--- src/rtl/core/pid_controller_clamped_assert.svh ---
// ----------------------------------------------------------------------------
// PID controller assertion macros
// Shared concurrent assertion forms, clocked on clk with synchronous rst_n.
// ----------------------------------------------------------------------------
`ifndef PID_CONTROLLER_CLAMPED_ASSERT_SVH
`define PID_CONTROLLER_CLAMPED_ASSERT_SVH

// same-cycle implication
`define PCC_ASSERT_SAME(lbl, ante, cons) \
  lbl: assert property (@(posedge clk) disable iff (!rst_n) (ante) |-> (cons)) \
    else $error("pcc assertion failed");

// next-cycle implication
`define PCC_ASSERT_NEXT(lbl, ante, cons) \
  lbl: assert property (@(posedge clk) disable iff (!rst_n) (ante) |=> (cons)) \
    else $error("pcc assertion failed");

`endif

--- src/rtl/core/pcc_pkg.sv ---
// ----------------------------------------------------------------------------
// PID controller package
// Register indexes, datapath command codes, shared types and helpers.
// ----------------------------------------------------------------------------
`timescale 1ns / 1ps

package pcc_pkg;

  localparam int DATA_W    = 32;
  localparam int LIM_W     = 31;
  localparam int CFG_IDX_W = 3;
  localparam int PROD_W    = 2 * DATA_W;
  localparam int ACC_W     = DATA_W + 2;

  // register indexes
  localparam logic [CFG_IDX_W-1:0] REG_GAIN_P      = 3'd0;
  localparam logic [CFG_IDX_W-1:0] REG_GAIN_I      = 3'd1;
  localparam logic [CFG_IDX_W-1:0] REG_GAIN_D      = 3'd2;
  localparam logic [CFG_IDX_W-1:0] REG_STEP_TIME   = 3'd3;
  localparam logic [CFG_IDX_W-1:0] REG_STEP_RATE   = 3'd4;
  localparam logic [CFG_IDX_W-1:0] REG_INTEG_LIMIT = 3'd5;
  localparam logic [CFG_IDX_W-1:0] REG_OUT_LIMIT   = 3'd6;

  // opcodes
  localparam logic OP_UPDATE = 1'b0;
  localparam logic OP_CLEAR  = 1'b1;

  // multiplier operand selects
  localparam logic [2:0] MS_E_DT      = 3'd0;
  localparam logic [2:0] MS_P_E       = 3'd1;
  localparam logic [2:0] MS_DIFF_RATE = 3'd2;
  localparam logic [2:0] MS_I_INTEG   = 3'd3;
  localparam logic [2:0] MS_D_DERIV   = 3'd4;

  localparam logic signed [PROD_W-1:0] S32_MAX = 64'sd2147483647;
  localparam logic signed [PROD_W-1:0] S32_MIN = -64'sd2147483648;

  typedef struct packed {
    logic signed [DATA_W-1:0] gain_p;
    logic signed [DATA_W-1:0] gain_i;
    logic signed [DATA_W-1:0] gain_d;
    logic [LIM_W-1:0]         step_time;
    logic [LIM_W-1:0]         step_rate;
    logic [LIM_W-1:0]         integ_limit;
    logic [LIM_W-1:0]         out_limit;
  } cfg_t;

  typedef struct packed {
    logic       capture;
    logic       clear;
    logic       mul_en;
    logic [2:0] mul_sel;
    logic       ld_integ;
    logic       ld_acc;
    logic       ld_deriv;
    logic       add_acc;
    logic       commit;
    logic       ld_out;
  } cmd_t;

  function automatic logic signed [DATA_W-1:0] sat32(input logic signed [PROD_W-1:0] v);
    logic signed [DATA_W-1:0] res;
    if (v > S32_MAX) begin
      res = S32_MAX[DATA_W-1:0];
    end else if (v < S32_MIN) begin
      res = S32_MIN[DATA_W-1:0];
    end else begin
      res = v[DATA_W-1:0];
    end
    return res;
  endfunction

  function automatic logic signed [DATA_W-1:0] clamp_sym(input logic signed [ACC_W-1:0] v,
                                                         input logic [LIM_W-1:0] lim);
    logic signed [ACC_W-1:0] pos;
    logic signed [ACC_W-1:0] neg;
    logic signed [ACC_W-1:0] res;
    pos = $signed({3'b000, lim});
    neg = -pos;
    if (v > pos) begin
      res = pos;
    end else if (v < neg) begin
      res = neg;
    end else begin
      res = v;
    end
    return res[DATA_W-1:0];
  endfunction

endpackage

--- src/rtl/core/pcc_if.sv ---
// ----------------------------------------------------------------------------
// PID controller channels
// Valid/ready channels for update items, results and register writes.
// ----------------------------------------------------------------------------
`timescale 1ns / 1ps

interface pcc_in_if import pcc_pkg::*; ();
  logic                     valid;
  logic                     ready;
  logic                     opcode;
  logic signed [DATA_W-1:0] err_sample;

  modport source (output valid, output opcode, output err_sample, input ready);
  modport sink (input valid, input opcode, input err_sample, output ready);
endinterface

interface pcc_out_if import pcc_pkg::*; ();
  logic                     valid;
  logic                     ready;
  logic signed [DATA_W-1:0] drive;
  logic                     active;

  modport source (output valid, output drive, output active, input ready);
  modport sink (input valid, input drive, input active, output ready);
endinterface

interface pcc_cfg_if import pcc_pkg::*; ();
  logic                 valid;
  logic                 ready;
  logic [CFG_IDX_W-1:0] index;
  logic [DATA_W-1:0]    data;

  modport source (output valid, output index, output data, input ready);
  modport sink (input valid, input index, input data, output ready);
endinterface

--- src/rtl/core/pcc_cfg_regs.sv ---
// ----------------------------------------------------------------------------
// PID controller register file
// Gains, sample period, its reciprocal and the two clamp limits.
// ----------------------------------------------------------------------------
`timescale 1ns / 1ps

module pcc_cfg_regs import pcc_pkg::*; (
  input  logic                 clk,
  input  logic                 rst_n,
  input  logic                 wr_valid,
  output logic                 wr_ready,
  input  logic [CFG_IDX_W-1:0] wr_index,
  input  logic [DATA_W-1:0]    wr_data,
  output cfg_t                 cfg
);

  cfg_t cfg_r;
  cfg_t cfg_nxt;

  assign wr_ready = 1'b1;
  assign cfg      = cfg_r;

  always_comb begin
    cfg_nxt = cfg_r;
    if (wr_valid) begin
      case (wr_index)
        REG_GAIN_P:      cfg_nxt.gain_p      = $signed(wr_data);
        REG_GAIN_I:      cfg_nxt.gain_i      = $signed(wr_data);
        REG_GAIN_D:      cfg_nxt.gain_d      = $signed(wr_data);
        REG_STEP_TIME:   cfg_nxt.step_time   = wr_data[LIM_W-1:0];
        REG_STEP_RATE:   cfg_nxt.step_rate   = wr_data[LIM_W-1:0];
        REG_INTEG_LIMIT: cfg_nxt.integ_limit = wr_data[LIM_W-1:0];
        REG_OUT_LIMIT:   cfg_nxt.out_limit   = wr_data[LIM_W-1:0];
        default: begin
        end
      endcase
    end
  end

  always_ff @(posedge clk) begin
    if (!rst_n) begin
      cfg_r.gain_p      <= '0;
      cfg_r.gain_i      <= '0;
      cfg_r.gain_d      <= '0;
      cfg_r.step_time   <= 31'd655;
      cfg_r.step_rate   <= 31'd6553600;
      cfg_r.integ_limit <= 31'd65536;
      cfg_r.out_limit   <= 31'h7FFF_FFFF;
    end else begin
      cfg_r <= cfg_nxt;
    end
  end

endmodule

--- src/rtl/core/pcc_datapath.sv ---
// ----------------------------------------------------------------------------
// PID controller datapath
// One shared 32x32 multiplier, scale and saturate, accumulator and clamps.
// ----------------------------------------------------------------------------
`timescale 1ns / 1ps

module pcc_datapath import pcc_pkg::*; #(
  parameter int FRAC_BITS = 16
) (
  input  logic                     clk,
  input  logic                     rst_n,
  input  cmd_t                     cmd,
  input  cfg_t                     cfg,
  input  logic signed [DATA_W-1:0] err_sample,
  output logic signed [DATA_W-1:0] drive,
  output logic                     active
);

  localparam logic signed [DATA_W-1:0] ACT_THRESH =
    DATA_W'(((1 << FRAC_BITS) + 9999) / 10000);

  logic signed [DATA_W-1:0] e_r,        e_nxt;
  logic signed [DATA_W-1:0] integral_r, integral_nxt;
  logic signed [DATA_W-1:0] last_err_r, last_err_nxt;
  logic signed [DATA_W-1:0] integ_r,    integ_nxt;
  logic signed [DATA_W-1:0] diff_r,     diff_nxt;
  logic signed [DATA_W-1:0] deriv_r,    deriv_nxt;
  logic signed [PROD_W-1:0] prod_r,     prod_nxt;
  logic signed [ACC_W-1:0]  acc_r,      acc_nxt;
  logic signed [DATA_W-1:0] drive_r,    drive_nxt;
  logic                     active_r,   active_nxt;

  logic signed [DATA_W-1:0] mul_a;
  logic signed [DATA_W-1:0] mul_b;
  logic signed [DATA_W-1:0] scaled;
  logic                     act;

  assign drive  = drive_r;
  assign active = active_r;

  // operand select for the shared multiplier
  always_comb begin
    case (cmd.mul_sel)
      MS_E_DT: begin
        mul_a = e_r;
        mul_b = $signed({1'b0, cfg.step_time});
      end
      MS_P_E: begin
        mul_a = cfg.gain_p;
        mul_b = e_r;
      end
      MS_DIFF_RATE: begin
        mul_a = diff_r;
        mul_b = $signed({1'b0, cfg.step_rate});
      end
      MS_I_INTEG: begin
        mul_a = cfg.gain_i;
        mul_b = integ_r;
      end
      MS_D_DERIV: begin
        mul_a = cfg.gain_d;
        mul_b = deriv_r;
      end
      default: begin
        mul_a = '0;
        mul_b = '0;
      end
    endcase
  end

  assign scaled = sat32(prod_r >>> FRAC_BITS);
  assign act    = (cfg.gain_p >= ACT_THRESH) || (cfg.gain_i >= ACT_THRESH) ||
                  (cfg.gain_d >= ACT_THRESH);

  always_comb begin
    e_nxt        = e_r;
    integral_nxt = integral_r;
    last_err_nxt = last_err_r;
    integ_nxt    = integ_r;
    diff_nxt     = diff_r;
    deriv_nxt    = deriv_r;
    prod_nxt     = prod_r;
    acc_nxt      = acc_r;
    drive_nxt    = drive_r;
    active_nxt   = active_r;

    if (cmd.capture) begin
      e_nxt = err_sample;
    end
    if (cmd.clear) begin
      integral_nxt = '0;
      last_err_nxt = '0;
      acc_nxt      = '0;
    end
    if (cmd.mul_en) begin
      prod_nxt = PROD_W'(mul_a) * PROD_W'(mul_b);
    end
    if (cmd.ld_integ) begin
      integ_nxt = sat32(PROD_W'(integral_r) + PROD_W'(scaled));
      diff_nxt  = sat32(PROD_W'(e_r) - PROD_W'(last_err_r));
    end
    if (cmd.ld_acc) begin
      acc_nxt = ACC_W'(scaled);
    end
    if (cmd.ld_deriv) begin
      deriv_nxt = scaled;
    end
    if (cmd.add_acc) begin
      acc_nxt = acc_r + ACC_W'(scaled);
    end
    if (cmd.commit) begin
      integral_nxt = clamp_sym(ACC_W'(integ_r), cfg.integ_limit);
      last_err_nxt = e_r;
    end
    if (cmd.ld_out) begin
      drive_nxt  = clamp_sym(acc_r, cfg.out_limit);
      active_nxt = act;
    end
  end

  always_ff @(posedge clk) begin
    if (!rst_n) begin
      integral_r <= '0;
      last_err_r <= '0;
    end else begin
      integral_r <= integral_nxt;
      last_err_r <= last_err_nxt;
    end
  end

  always_ff @(posedge clk) begin
    e_r      <= e_nxt;
    integ_r  <= integ_nxt;
    diff_r   <= diff_nxt;
    deriv_r  <= deriv_nxt;
    prod_r   <= prod_nxt;
    acc_r    <= acc_nxt;
    drive_r  <= drive_nxt;
    active_r <= active_nxt;
  end

endmodule

--- src/rtl/core/pcc_ctrl.sv ---
// ----------------------------------------------------------------------------
// PID controller sequencer
// Steps the datapath through one update or clear item and owns both channel handshakes.
// ----------------------------------------------------------------------------
`timescale 1ns / 1ps
`include "pid_controller_clamped_assert.svh"

module pcc_ctrl import pcc_pkg::*; (
  input  logic clk,
  input  logic rst_n,
  input  logic in_valid,
  input  logic in_opcode,
  output logic in_ready,
  output logic out_valid,
  input  logic out_ready,
  output cmd_t cmd
);

  localparam logic [2:0] ST_IDLE = 3'd0;
  localparam logic [2:0] ST_S1   = 3'd1;
  localparam logic [2:0] ST_S2   = 3'd2;
  localparam logic [2:0] ST_S3   = 3'd3;
  localparam logic [2:0] ST_S4   = 3'd4;
  localparam logic [2:0] ST_S5   = 3'd5;
  localparam logic [2:0] ST_S6   = 3'd6;
  localparam logic [2:0] ST_FIN  = 3'd7;

  logic [2:0] state_r, state_nxt;
  logic       out_valid_r, out_valid_nxt;
  logic       in_fire;
  logic       slot_free;

  assign in_ready  = (state_r == ST_IDLE);
  assign in_fire   = in_valid && in_ready;
  assign slot_free = !out_valid_r || out_ready;
  assign out_valid = out_valid_r;

  always_comb begin
    state_nxt = state_r;
    cmd       = '0;
    case (state_r)
      ST_IDLE: begin
        cmd.capture = in_fire;
        cmd.clear   = in_fire && (in_opcode == OP_CLEAR);
        if (in_fire) begin
          state_nxt = (in_opcode == OP_CLEAR) ? ST_FIN : ST_S1;
        end
      end
      ST_S1: begin
        cmd.mul_en  = 1'b1;
        cmd.mul_sel = MS_E_DT;
        state_nxt   = ST_S2;
      end
      ST_S2: begin
        cmd.ld_integ = 1'b1;
        cmd.mul_en   = 1'b1;
        cmd.mul_sel  = MS_P_E;
        state_nxt    = ST_S3;
      end
      ST_S3: begin
        cmd.ld_acc  = 1'b1;
        cmd.mul_en  = 1'b1;
        cmd.mul_sel = MS_DIFF_RATE;
        state_nxt   = ST_S4;
      end
      ST_S4: begin
        cmd.ld_deriv = 1'b1;
        cmd.mul_en   = 1'b1;
        cmd.mul_sel  = MS_I_INTEG;
        state_nxt    = ST_S5;
      end
      ST_S5: begin
        cmd.add_acc = 1'b1;
        cmd.mul_en  = 1'b1;
        cmd.mul_sel = MS_D_DERIV;
        state_nxt   = ST_S6;
      end
      ST_S6: begin
        cmd.add_acc = 1'b1;
        cmd.commit  = 1'b1;
        state_nxt   = ST_FIN;
      end
      ST_FIN: begin
        cmd.ld_out = slot_free;
        if (slot_free) begin
          state_nxt = ST_IDLE;
        end
      end
      default: begin
        state_nxt = ST_IDLE;
      end
    endcase
  end

  always_comb begin
    out_valid_nxt = out_valid_r;
    if (cmd.ld_out) begin
      out_valid_nxt = 1'b1;
    end else if (out_valid_r && out_ready) begin
      out_valid_nxt = 1'b0;
    end
  end

  always_ff @(posedge clk) begin
    if (!rst_n) begin
      state_r     <= ST_IDLE;
      out_valid_r <= 1'b0;
    end else begin
      state_r     <= state_nxt;
      out_valid_r <= out_valid_nxt;
    end
  end

  `PCC_ASSERT_NEXT(a_clear_to_fin, in_fire && (in_opcode == OP_CLEAR), state_r == ST_FIN)
  `PCC_ASSERT_NEXT(a_update_starts, in_fire && (in_opcode == OP_UPDATE), state_r == ST_S1)
  `PCC_ASSERT_NEXT(a_fin_holds, (state_r == ST_FIN) && out_valid_r && !out_ready, state_r == ST_FIN)
  `PCC_ASSERT_SAME(a_one_load, cmd.ld_out, (state_r == ST_FIN) && slot_free)
  `PCC_ASSERT_NEXT(a_result_after_load, cmd.ld_out, out_valid_r && (state_r == ST_IDLE))

endmodule

--- src/rtl/core/pid_controller_clamped.sv ---
// An update item passes from its transfer through states S1 to S6 and FIN to its result,
//   a clear item from its transfer straight to FIN. A new item is taken only in idle, and
//   the single shared 32x32 multiplier is stepped through five products by the sequencer.
// The result register lets the next item transfer in while the last result still waits.
// Reset (rst_n, synchronous): config registers return to defaults, integral and last error clear.
// ----------------------------------------------------------------------------
// PID controller with clamped integral and output
// Positional fixed-point PID: sequencer, shared datapath and register file.
// ----------------------------------------------------------------------------
`timescale 1ns / 1ps

module pid_controller_clamped import pcc_pkg::*; #(
  parameter int FRAC_BITS = 16
) (
  input logic       clk,
  input logic       rst_n,
  pcc_in_if.sink    in_if,
  pcc_out_if.source out_if,
  pcc_cfg_if.sink   cfg_if
);

  cfg_t cfg;
  cmd_t cmd;
  logic out_valid;
  logic in_ready;

  pcc_cfg_regs u_cfg_regs (
    .clk      (clk),
    .rst_n    (rst_n),
    .wr_valid (cfg_if.valid),
    .wr_ready (cfg_if.ready),
    .wr_index (cfg_if.index),
    .wr_data  (cfg_if.data),
    .cfg      (cfg)
  );

  pcc_ctrl u_ctrl (
    .clk       (clk),
    .rst_n     (rst_n),
    .in_valid  (in_if.valid),
    .in_opcode (in_if.opcode),
    .in_ready  (in_ready),
    .out_valid (out_valid),
    .out_ready (out_if.ready),
    .cmd       (cmd)
  );

  pcc_datapath #(
    .FRAC_BITS (FRAC_BITS)
  ) u_datapath (
    .clk        (clk),
    .rst_n      (rst_n),
    .cmd        (cmd),
    .cfg        (cfg),
    .err_sample (in_if.err_sample),
    .drive      (out_if.drive),
    .active     (out_if.active)
  );

  assign in_if.ready  = in_ready;
  assign out_if.valid = out_valid;

endmodule

--- src/flat_wrapper.sv ---
// flat-port wrapper written by rule: the top's interface ports become plain ports
module pid_controller_clamped_flat import pcc_pkg::*;
#(
  parameter int FRAC_BITS = 16
)
  (clk, rst_n, in_if_valid, in_if_opcode, in_if_err_sample, in_if_ready, out_if_valid, out_if_drive, out_if_active, out_if_ready, cfg_if_valid, cfg_if_index, cfg_if_data, cfg_if_ready);
  pcc_in_if in_if_i ();
  pcc_out_if out_if_i ();
  pcc_cfg_if cfg_if_i ();
  input logic clk;
  input logic rst_n;
  input wire logic [$bits(in_if_i.valid)-1:0] in_if_valid;
  input wire logic [$bits(in_if_i.opcode)-1:0] in_if_opcode;
  input wire logic [$bits(in_if_i.err_sample)-1:0] in_if_err_sample;
  output wire logic [$bits(in_if_i.ready)-1:0] in_if_ready;
  output wire logic [$bits(out_if_i.valid)-1:0] out_if_valid;
  output wire logic [$bits(out_if_i.drive)-1:0] out_if_drive;
  output wire logic [$bits(out_if_i.active)-1:0] out_if_active;
  input wire logic [$bits(out_if_i.ready)-1:0] out_if_ready;
  input wire logic [$bits(cfg_if_i.valid)-1:0] cfg_if_valid;
  input wire logic [$bits(cfg_if_i.index)-1:0] cfg_if_index;
  input wire logic [$bits(cfg_if_i.data)-1:0] cfg_if_data;
  output wire logic [$bits(cfg_if_i.ready)-1:0] cfg_if_ready;
  assign in_if_i.valid = in_if_valid;
  assign in_if_i.opcode = in_if_opcode;
  assign in_if_i.err_sample = in_if_err_sample;
  assign in_if_ready = in_if_i.ready;
  assign out_if_valid = out_if_i.valid;
  assign out_if_drive = out_if_i.drive;
  assign out_if_active = out_if_i.active;
  assign out_if_i.ready = out_if_ready;
  assign cfg_if_i.valid = cfg_if_valid;
  assign cfg_if_i.index = cfg_if_index;
  assign cfg_if_i.data = cfg_if_data;
  assign cfg_if_ready = cfg_if_i.ready;
  pid_controller_clamped #(.FRAC_BITS(FRAC_BITS)) u_core (.clk(clk), .rst_n(rst_n), .in_if(in_if_i), .out_if(out_if_i), .cfg_if(cfg_if_i));
endmodule
--- config.mk ---
export PLATFORM = sky130hd
export DESIGN_NAME = pid_controller_clamped_flat
export DESIGN_NICKNAME = d
export VERILOG_FILES = /design/src/rtl/core/pcc_pkg.sv /design/src/rtl/core/pcc_if.sv /design/src/rtl/core/pcc_cfg_regs.sv /design/src/rtl/core/pcc_datapath.sv /design/src/rtl/core/pcc_ctrl.sv /design/src/rtl/core/pid_controller_clamped.sv /design/src/flat_wrapper.sv
export VERILOG_INCLUDE_DIRS = /design/src /design/src/rtl/core
export SDC_FILE = /design/constraint.sdc
export NUM_CORES = 2
export LEC_CHECK = 0
export ABC_AREA = 1
export BUFFER_PORTS_ARGS = -buffer_cell sky130_fd_sc_hd__buf_4
export CORE_MARGIN = 8
export CORE_UTILIZATION = 60
export DETAILED_ROUTE_END_ITERATION = 16
export GPL_TIMING_DRIVEN = 0
export PLACE_DENSITY = 0.77
export REMOVE_ABC_BUFFERS = 1
export SLEW_MARGIN = 20
export SYNTH_ARGS = -nofsm -noshare
export SYNTH_HDL_FRONTEND = slang
export SYNTH_SLANG_ARGS = --single-unit
--- constraint.sdc ---
create_clock -name clk -period 9.55 [get_ports clk]
set_input_delay 1.91 -clock clk [delete_from_list [all_inputs] [get_ports clk]]
set_output_delay 1.91 -clock clk [all_outputs]
set_load 0.01 [all_outputs]
* Word level (Yosys, flattened, before mapping)
Cells that the tools add are included.
Word-level totals: logic and storage cells 110, output and inout bits 36, bits in registers 547, bits of input ports 73
Operators by class: $add $sub $neg 5, $lt $le $gt $ge 13, reductions and logical operators 22, $mul 1, equality and inequality tests 19, multiplexer cells 30
Operators with widths (count):
- $mux W32 | 10
- $pmux W32 S5 | 2
- $mux W34 | 3
- $ge A32 B4 Y1 const B | 3
- $neg A31 Y34 | 2
- $gt A33 B32 Y1 const B | 2
- $lt A33 B32 Y1 const B | 2
- $mul A32 B32 Y64 | 1
- $gt A48 B32 Y1 const B | 1
- $lt A48 B32 Y1 const B | 1
- $add A34 B32 Y34 | 1
- $gt A34 B32 Y1 | 1
- $lt A32 B34 Y1 | 1
- $lt A34 B34 Y1 | 1
- $add A32 B32 Y33 | 1
- $sub A32 B32 Y33 | 1
- $gt A32 B32 Y1 | 1
- $mux W31 | 1
- $eq A3 B3 Y1 const B | 8
- $pmux W3 S8 | 1
- $pmux W4 S5 | 1
- $eq A3 B2 Y1 const B | 6
- $reduce_and A2 Y1 | 8
- $eq A3 B1 Y1 const B | 3
- other kinds (12) | 28

* Logic depth before layout (Yosys ltp)
word-level depth 7, mapped depth 43, gate-level depth less buffers 39

* By module
From an unflattened synthesis, not the netlist that was laid out.
Second synthesis, totals: cell total of the unflattened synthesis 8813, area total of the unflattened synthesis 69202.6 um^2
By module, submodules not included:
- pcc_datapath | area each 60410.4 um^2, sequential area each 8578.2 um^2, times used 1, cells each 7546
- pcc_cfg_regs | area each 8416.8 um^2, sequential area each 4404.2 um^2, times used 1, cells each 1203
- pcc_ctrl | area each 375.4 um^2, sequential area each 80.1 um^2, times used 1, cells each 64

* Least setup slack after synthesis
OpenSTA, ideal clock, no wires.
path kind flip-flop to flip-flop, from register u_core.u_ctrl.state_r[2], to register u_core.u_datapath.prod_r[62] (data pin), data arrival time 8.400 ns, buffers on the path 5, period minus slack after synthesis 8.660 ns, slack 0.890 ns, required time 9.290 ns, setup time 0.260 ns, stages on the path, launching flop included 36, path through dfxtp_1 buf_4 inv_4 nand2_2 nor2_4 buf_6 buf_4 buf_4 a221oi_1 and2_1 inv_1 buf_2 nand2_1 fa_1 fa_1 inv_1 fa_1 fa_1 inv_1 fa_1 inv_1 fa_1 inv_1 fa_1 inv_1 fa_1 ha_1 a21oi_1 o21ai_0 nand2_1 nand2_1 nand3_1 nand2_1 a221oi_1 nand2_1 xor2_1
On the way: cells in the longest elaborated chain, start to end 5, elaborated cells on any way between the ends 14, classes of those cells mul: 1; eq/ne: 9; mux: 3; reduce/logical: 1
Ends and longest elaborated chain:
- start, declared | RTL line pcc_ctrl.sv:28 | logic [2:0] state_r, state_nxt;
- start signal, assigned | RTL line pcc_ctrl.sv:109 | state_r <= state_nxt;
- $eq A3 B3 Y1 (tied with other cells) | RTL line pcc_ctrl.sv:41 | case (state_r)
- $pmux W4 S5 * | RTL line pcc_ctrl.sv:41
- $eq A3 B3 Y1 (tied with other cells) | RTL line pcc_datapath.sv:43 | case (cmd.mul_sel)
- $pmux W32 S5 | RTL line pcc_datapath.sv:43
- $mul A32 B32 Y64 * | RTL line pcc_datapath.sv:96 | prod_nxt = PROD_W'(mul_a) * PROD_W'(mul_b);
- end signal, assigned | RTL line pcc_datapath.sv:136 | prod_r <= prod_nxt;
- end, declared | RTL line pcc_datapath.sv:28 | logic signed [PROD_W-1:0] prod_r, prod_nxt;
Mark *: on every way between the ends. The rest lies on a longest branch, timed or not. A chain may end at the register's enable or synchronous reset.

* Final worst setup path
from register u_core.u_datapath.integ_r[31], to register u_core.u_datapath.prod_r[45] (data pin)
On the way: cells in the longest elaborated chain, start to end 2
Ends and longest elaborated chain:
- start, declared | RTL line pcc_datapath.sv:25 | logic signed [DATA_W-1:0] integ_r, integ_nxt;
- start signal, assigned | RTL line pcc_datapath.sv:133 | integ_r <= integ_nxt;
- $pmux W32 S5 | RTL line pcc_datapath.sv:43
- $mul A32 B32 Y64 | RTL line pcc_datapath.sv:96
No other way between the ends.

==> metrics.txt <==
largest net degree at the start of global routing 159; largest stage delay on the critical path 630 ps; worst-path cell with the longest stage delay clkinvlp_4; Top cell by count, worst path fa_1; Pins Over Slew Limit 0; depth of the worst register-to-register path 30; startpoint of the worst register-to-register path u_core.u_datapath.integ_r[31]$_SDFFCE_PN0P_; Post-synth EDFFs 243; overall track demand over capacity in global routing 0.391; routed via count 61,500; met3 track demand over resource 0.124; top cells by area, synth fa_1 (31%), edfxtp_1 (11%), inv_1 (8.9%); count of standard-cell rows 124; post-synthesis average cell area around 8 um^2; Via-to-Cell Ratio approximately 6.1; share of the synthesized area in the top cell type 0.315; buffer cell driving the clock tree root clkbuf_16; wire length per cell 24.9 um; Chip Width ~350 um; vias in the first global route around 62,000; slew of the pin with the lowest slew margin 1320 ps; Hold Path Origin u_core.u_cfg_regs.cfg[84]$_SDFFE_PN1P_; leading cell types in the layout, fill and taps excluded inv_1 (1,613), nand2_1 (1,587), fa_1 (1,079), nor2_1 (992), a21oi_1 (436); number of distinct library cells after synthesis a little under 70; ys async rst share 0; estimated wirelength of the detail-placed design 191,000 um; first-pass GRT wire length 374,000 um; number of hold violations in the final report 0; global routing usage on met1 0.468; critical path start-end classification reg -> reg; Routed Antenna Nets 0; hold depth 2; family of cells with the greatest summed delay on the critical path adder cells; setup slack of the most critical reg-to-reg path 130 ps; total clock buffers created by CTS between 60 and 70; Yosys top cell by area fa_1; Endpoint, Worst Hold u_core.u_cfg_regs.cfg[84]$_SDFFE_PN1P_; combined buffer and inverter count along the critical path 9; total congestion overflow after global routing 0; critical path data arrival time 9880 ps; highest attainable clock frequency 0.106 GHz; minimum clock period 9420 ps; Worst R2R End u_core.u_datapath.prod_r[45]$_DFFE_PN_; Detailed Route WL about 250,000 um; number of iterations in the first detailed-routing pass 8; insertion delay to the later sink of the worst-skew pair 700 ps; area of the die ~130,000 um^2; TritonCTS clock tree done; maximum fanout along the worst path 29; hold-fix buffer count after cts 0; met2 global-route usage 0.587; commonest non-fill, non-tap cell in the layout inv_1; startpoint type of the worst setup path register; cell count after placement 9,851; Post-DP Area 71,200 um^2; Detailed Route Iter0 Violations 7,393; worst rel slew slack 0.112; total non-filler cell area in the finished layout 74,700 um^2; final worst clock skew 44.6 ps; chip height 355 um; number of instances in the synthesized netlist ~8,500; proportion of layout cells with a drive suffix above 1 0.0774; endpoints failing setup 0; peak-usage layer in the global routing report met2; Finished Layout Cells 10,100; clock-pin transition on the worst setup and hold timing paths 60 ps; path category of the worst min-delay check reg -> reg; starting utilization of the core area 0.604; Yosys Warn Count 0; antenna violations before repair 13; fill cell total of the finished layout around 9,500; share of the clock period used by the worst path 0.986; # IOs between 100 and 150; sinks on the clock net 531; post-synth design cell area between 60,000 and 70,000 um^2; Port-buffer cells 107; DR DRC count 0; count of maximum capacitance violations 0; footprint of the flip-flops and latches 13,100 um^2; endpoint required time on the critical path 10,020 ps; run status finished, final reports clean; area overhead of the layout relative to synthesis 8.27%; GP Congestion 1.03; # nets final about 10,000; portion of the post-synthesis area used by sequential elements 0.189; buffer depth of the longest clock path 3; Primary FF master, synth dfxtp_1; post-synthesis sequential element count 531; type of destination of the critical path register; area of the multi-input gates 48,100 um^2; Core Region roughly 110,000 um^2; htree depth 2
[routing by layer]
layer	part of all wire	vias to the layer above
li1	-	26400
met5	0.00085	-
met2	0.43	4091
met1	0.34	29700
met4	0.10	12
met3	0.13	1261
[what timing repair did]
| action | in CTS | in global routing |
|---|---|---|
| resized for setup | 88 | 74 |
| cloned | 7 | 4 |
| buffers inserted | 61 | 52 |
| pin swaps | 8 | 19 |
| endpoints found under the setup margin | 48 | 34 |
[kinds of logic after synthesis]
logic type,after synthesis,synth area share
simple gates,3129,0.190
flops,531,0.189
compound gates,1146,0.0935
other cells,1,0.0000544
buf+inv,2041,0.119
xor+xnor,154,0.0196
fa+ha+maj,1491,0.389
[cell usage after synthesis (39+ instances only)]
library cell	number
a21oi_1	436
clkbuf_1	135
ha_1	407
a221oi_1	53
nand3_1	202
buf_4	60
nor2_1	1000
nand2_1	1593
o21ai_0	450
fa_1	1084
nor3_1	44
inv_1	1639
and2_1	44
nor4_1	54
xor2_1	117
dfxtp_1	288
o211ai_1	39
buf_2	138
edfxtp_1	243
nand4_1	104
[worst min-delay path: stages, from the launching register on]
cell and delay, ps:
dfxtp_1 330, nand2_1 50, nand3_1 50
[flip-flops by register name, indices dropped and copies added, names as in the netlist]
| signal | flops |
|---|---|
| u_core.u_ctrl.out_valid | 1 |
| u_core.u_cfg_regs.cfg | 220 |
| u_core.u_datapath.integral_r | 32 |
| u_core.u_datapath.diff_r | 32 |
| u_core.u_datapath.deriv_r | 32 |
| u_core.u_datapath.e_r | 32 |
| u_core.u_datapath.last_err_r | 32 |
| u_core.u_datapath.active | 1 |
| u_core.u_datapath.acc_r | 34 |
| u_core.u_datapath.drive | 32 |
| u_core.u_datapath.prod_r | 48 |
| u_core.u_datapath.integ_r | 32 |
| u_core.u_ctrl.state_r | 3 |
[worst max path at each step]
stage / start / to / slack, ps / cells past startpoint
after global routing: u_core.u_ctrl.state_r[1]$_SDFFE_PN0P_ / u_core.u_datapath.prod_r[62]$_DFFE_PN_ / -20 / 32
after floorplan: u_core.u_ctrl.state_r[2]$_SDFFE_PN0P_ / u_core.u_datapath.prod_r[62]$_DFFE_PN_ / -740 / 28
after detailed placement: u_core.u_ctrl.state_r[0]$_SDFFE_PN0P_ / u_core.u_datapath.prod_r[63]$_DFFE_PN_ / -2080 / 30
final: u_core.u_datapath.integ_r[31]$_SDFFCE_PN0P_ / u_core.u_datapath.prod_r[45]$_DFFE_PN_ / 130 / 30
after global placement: u_core.u_ctrl.state_r[2]$_SDFFE_PN0P_ / u_core.u_datapath.prod_r[61]$_DFFE_PN_ / -6640 / 33
after CTS: u_core.u_ctrl.state_r[2]$_SDFFE_PN0P_ / u_core.u_datapath.prod_r[61]$_DFFE_PN_ / 4 / 33
[area by class of cell]
cell class | count | share of cell area
inverters | 1684 | 0.0870
clock buffers | 82 | 0.0233
repair buffers | 316 | 0.0397
diodes | 7 | 0.000235
clock inverters | 33 | 0.00406
well taps | 1512 | 0.0253
multi-input cells | 5927 | 0.645
flip-flops and latches | 531 | 0.175
repair inverters | 5 | 0.000436
[through the flow]
stage / setup slack, ps / utilization / hold WS, ps / TNS, ps
after floorplan: -745 / - / 429 / -7020
after global placement: -6640 / 0.611 / 438 / -326480
after detailed placement: -2080 / 0.623 / 443 / -63140
after CTS: 4.43 / 0.648 / 458 / 0
after global routing: -16.6 / 0.654 / 483 / -27.5
final: 133 / 0.654 / 460 / 0
Power is left out: the tool's default activity adds up to more than one toggle a clock period on the data nets, which glitch-free logic cannot reach.
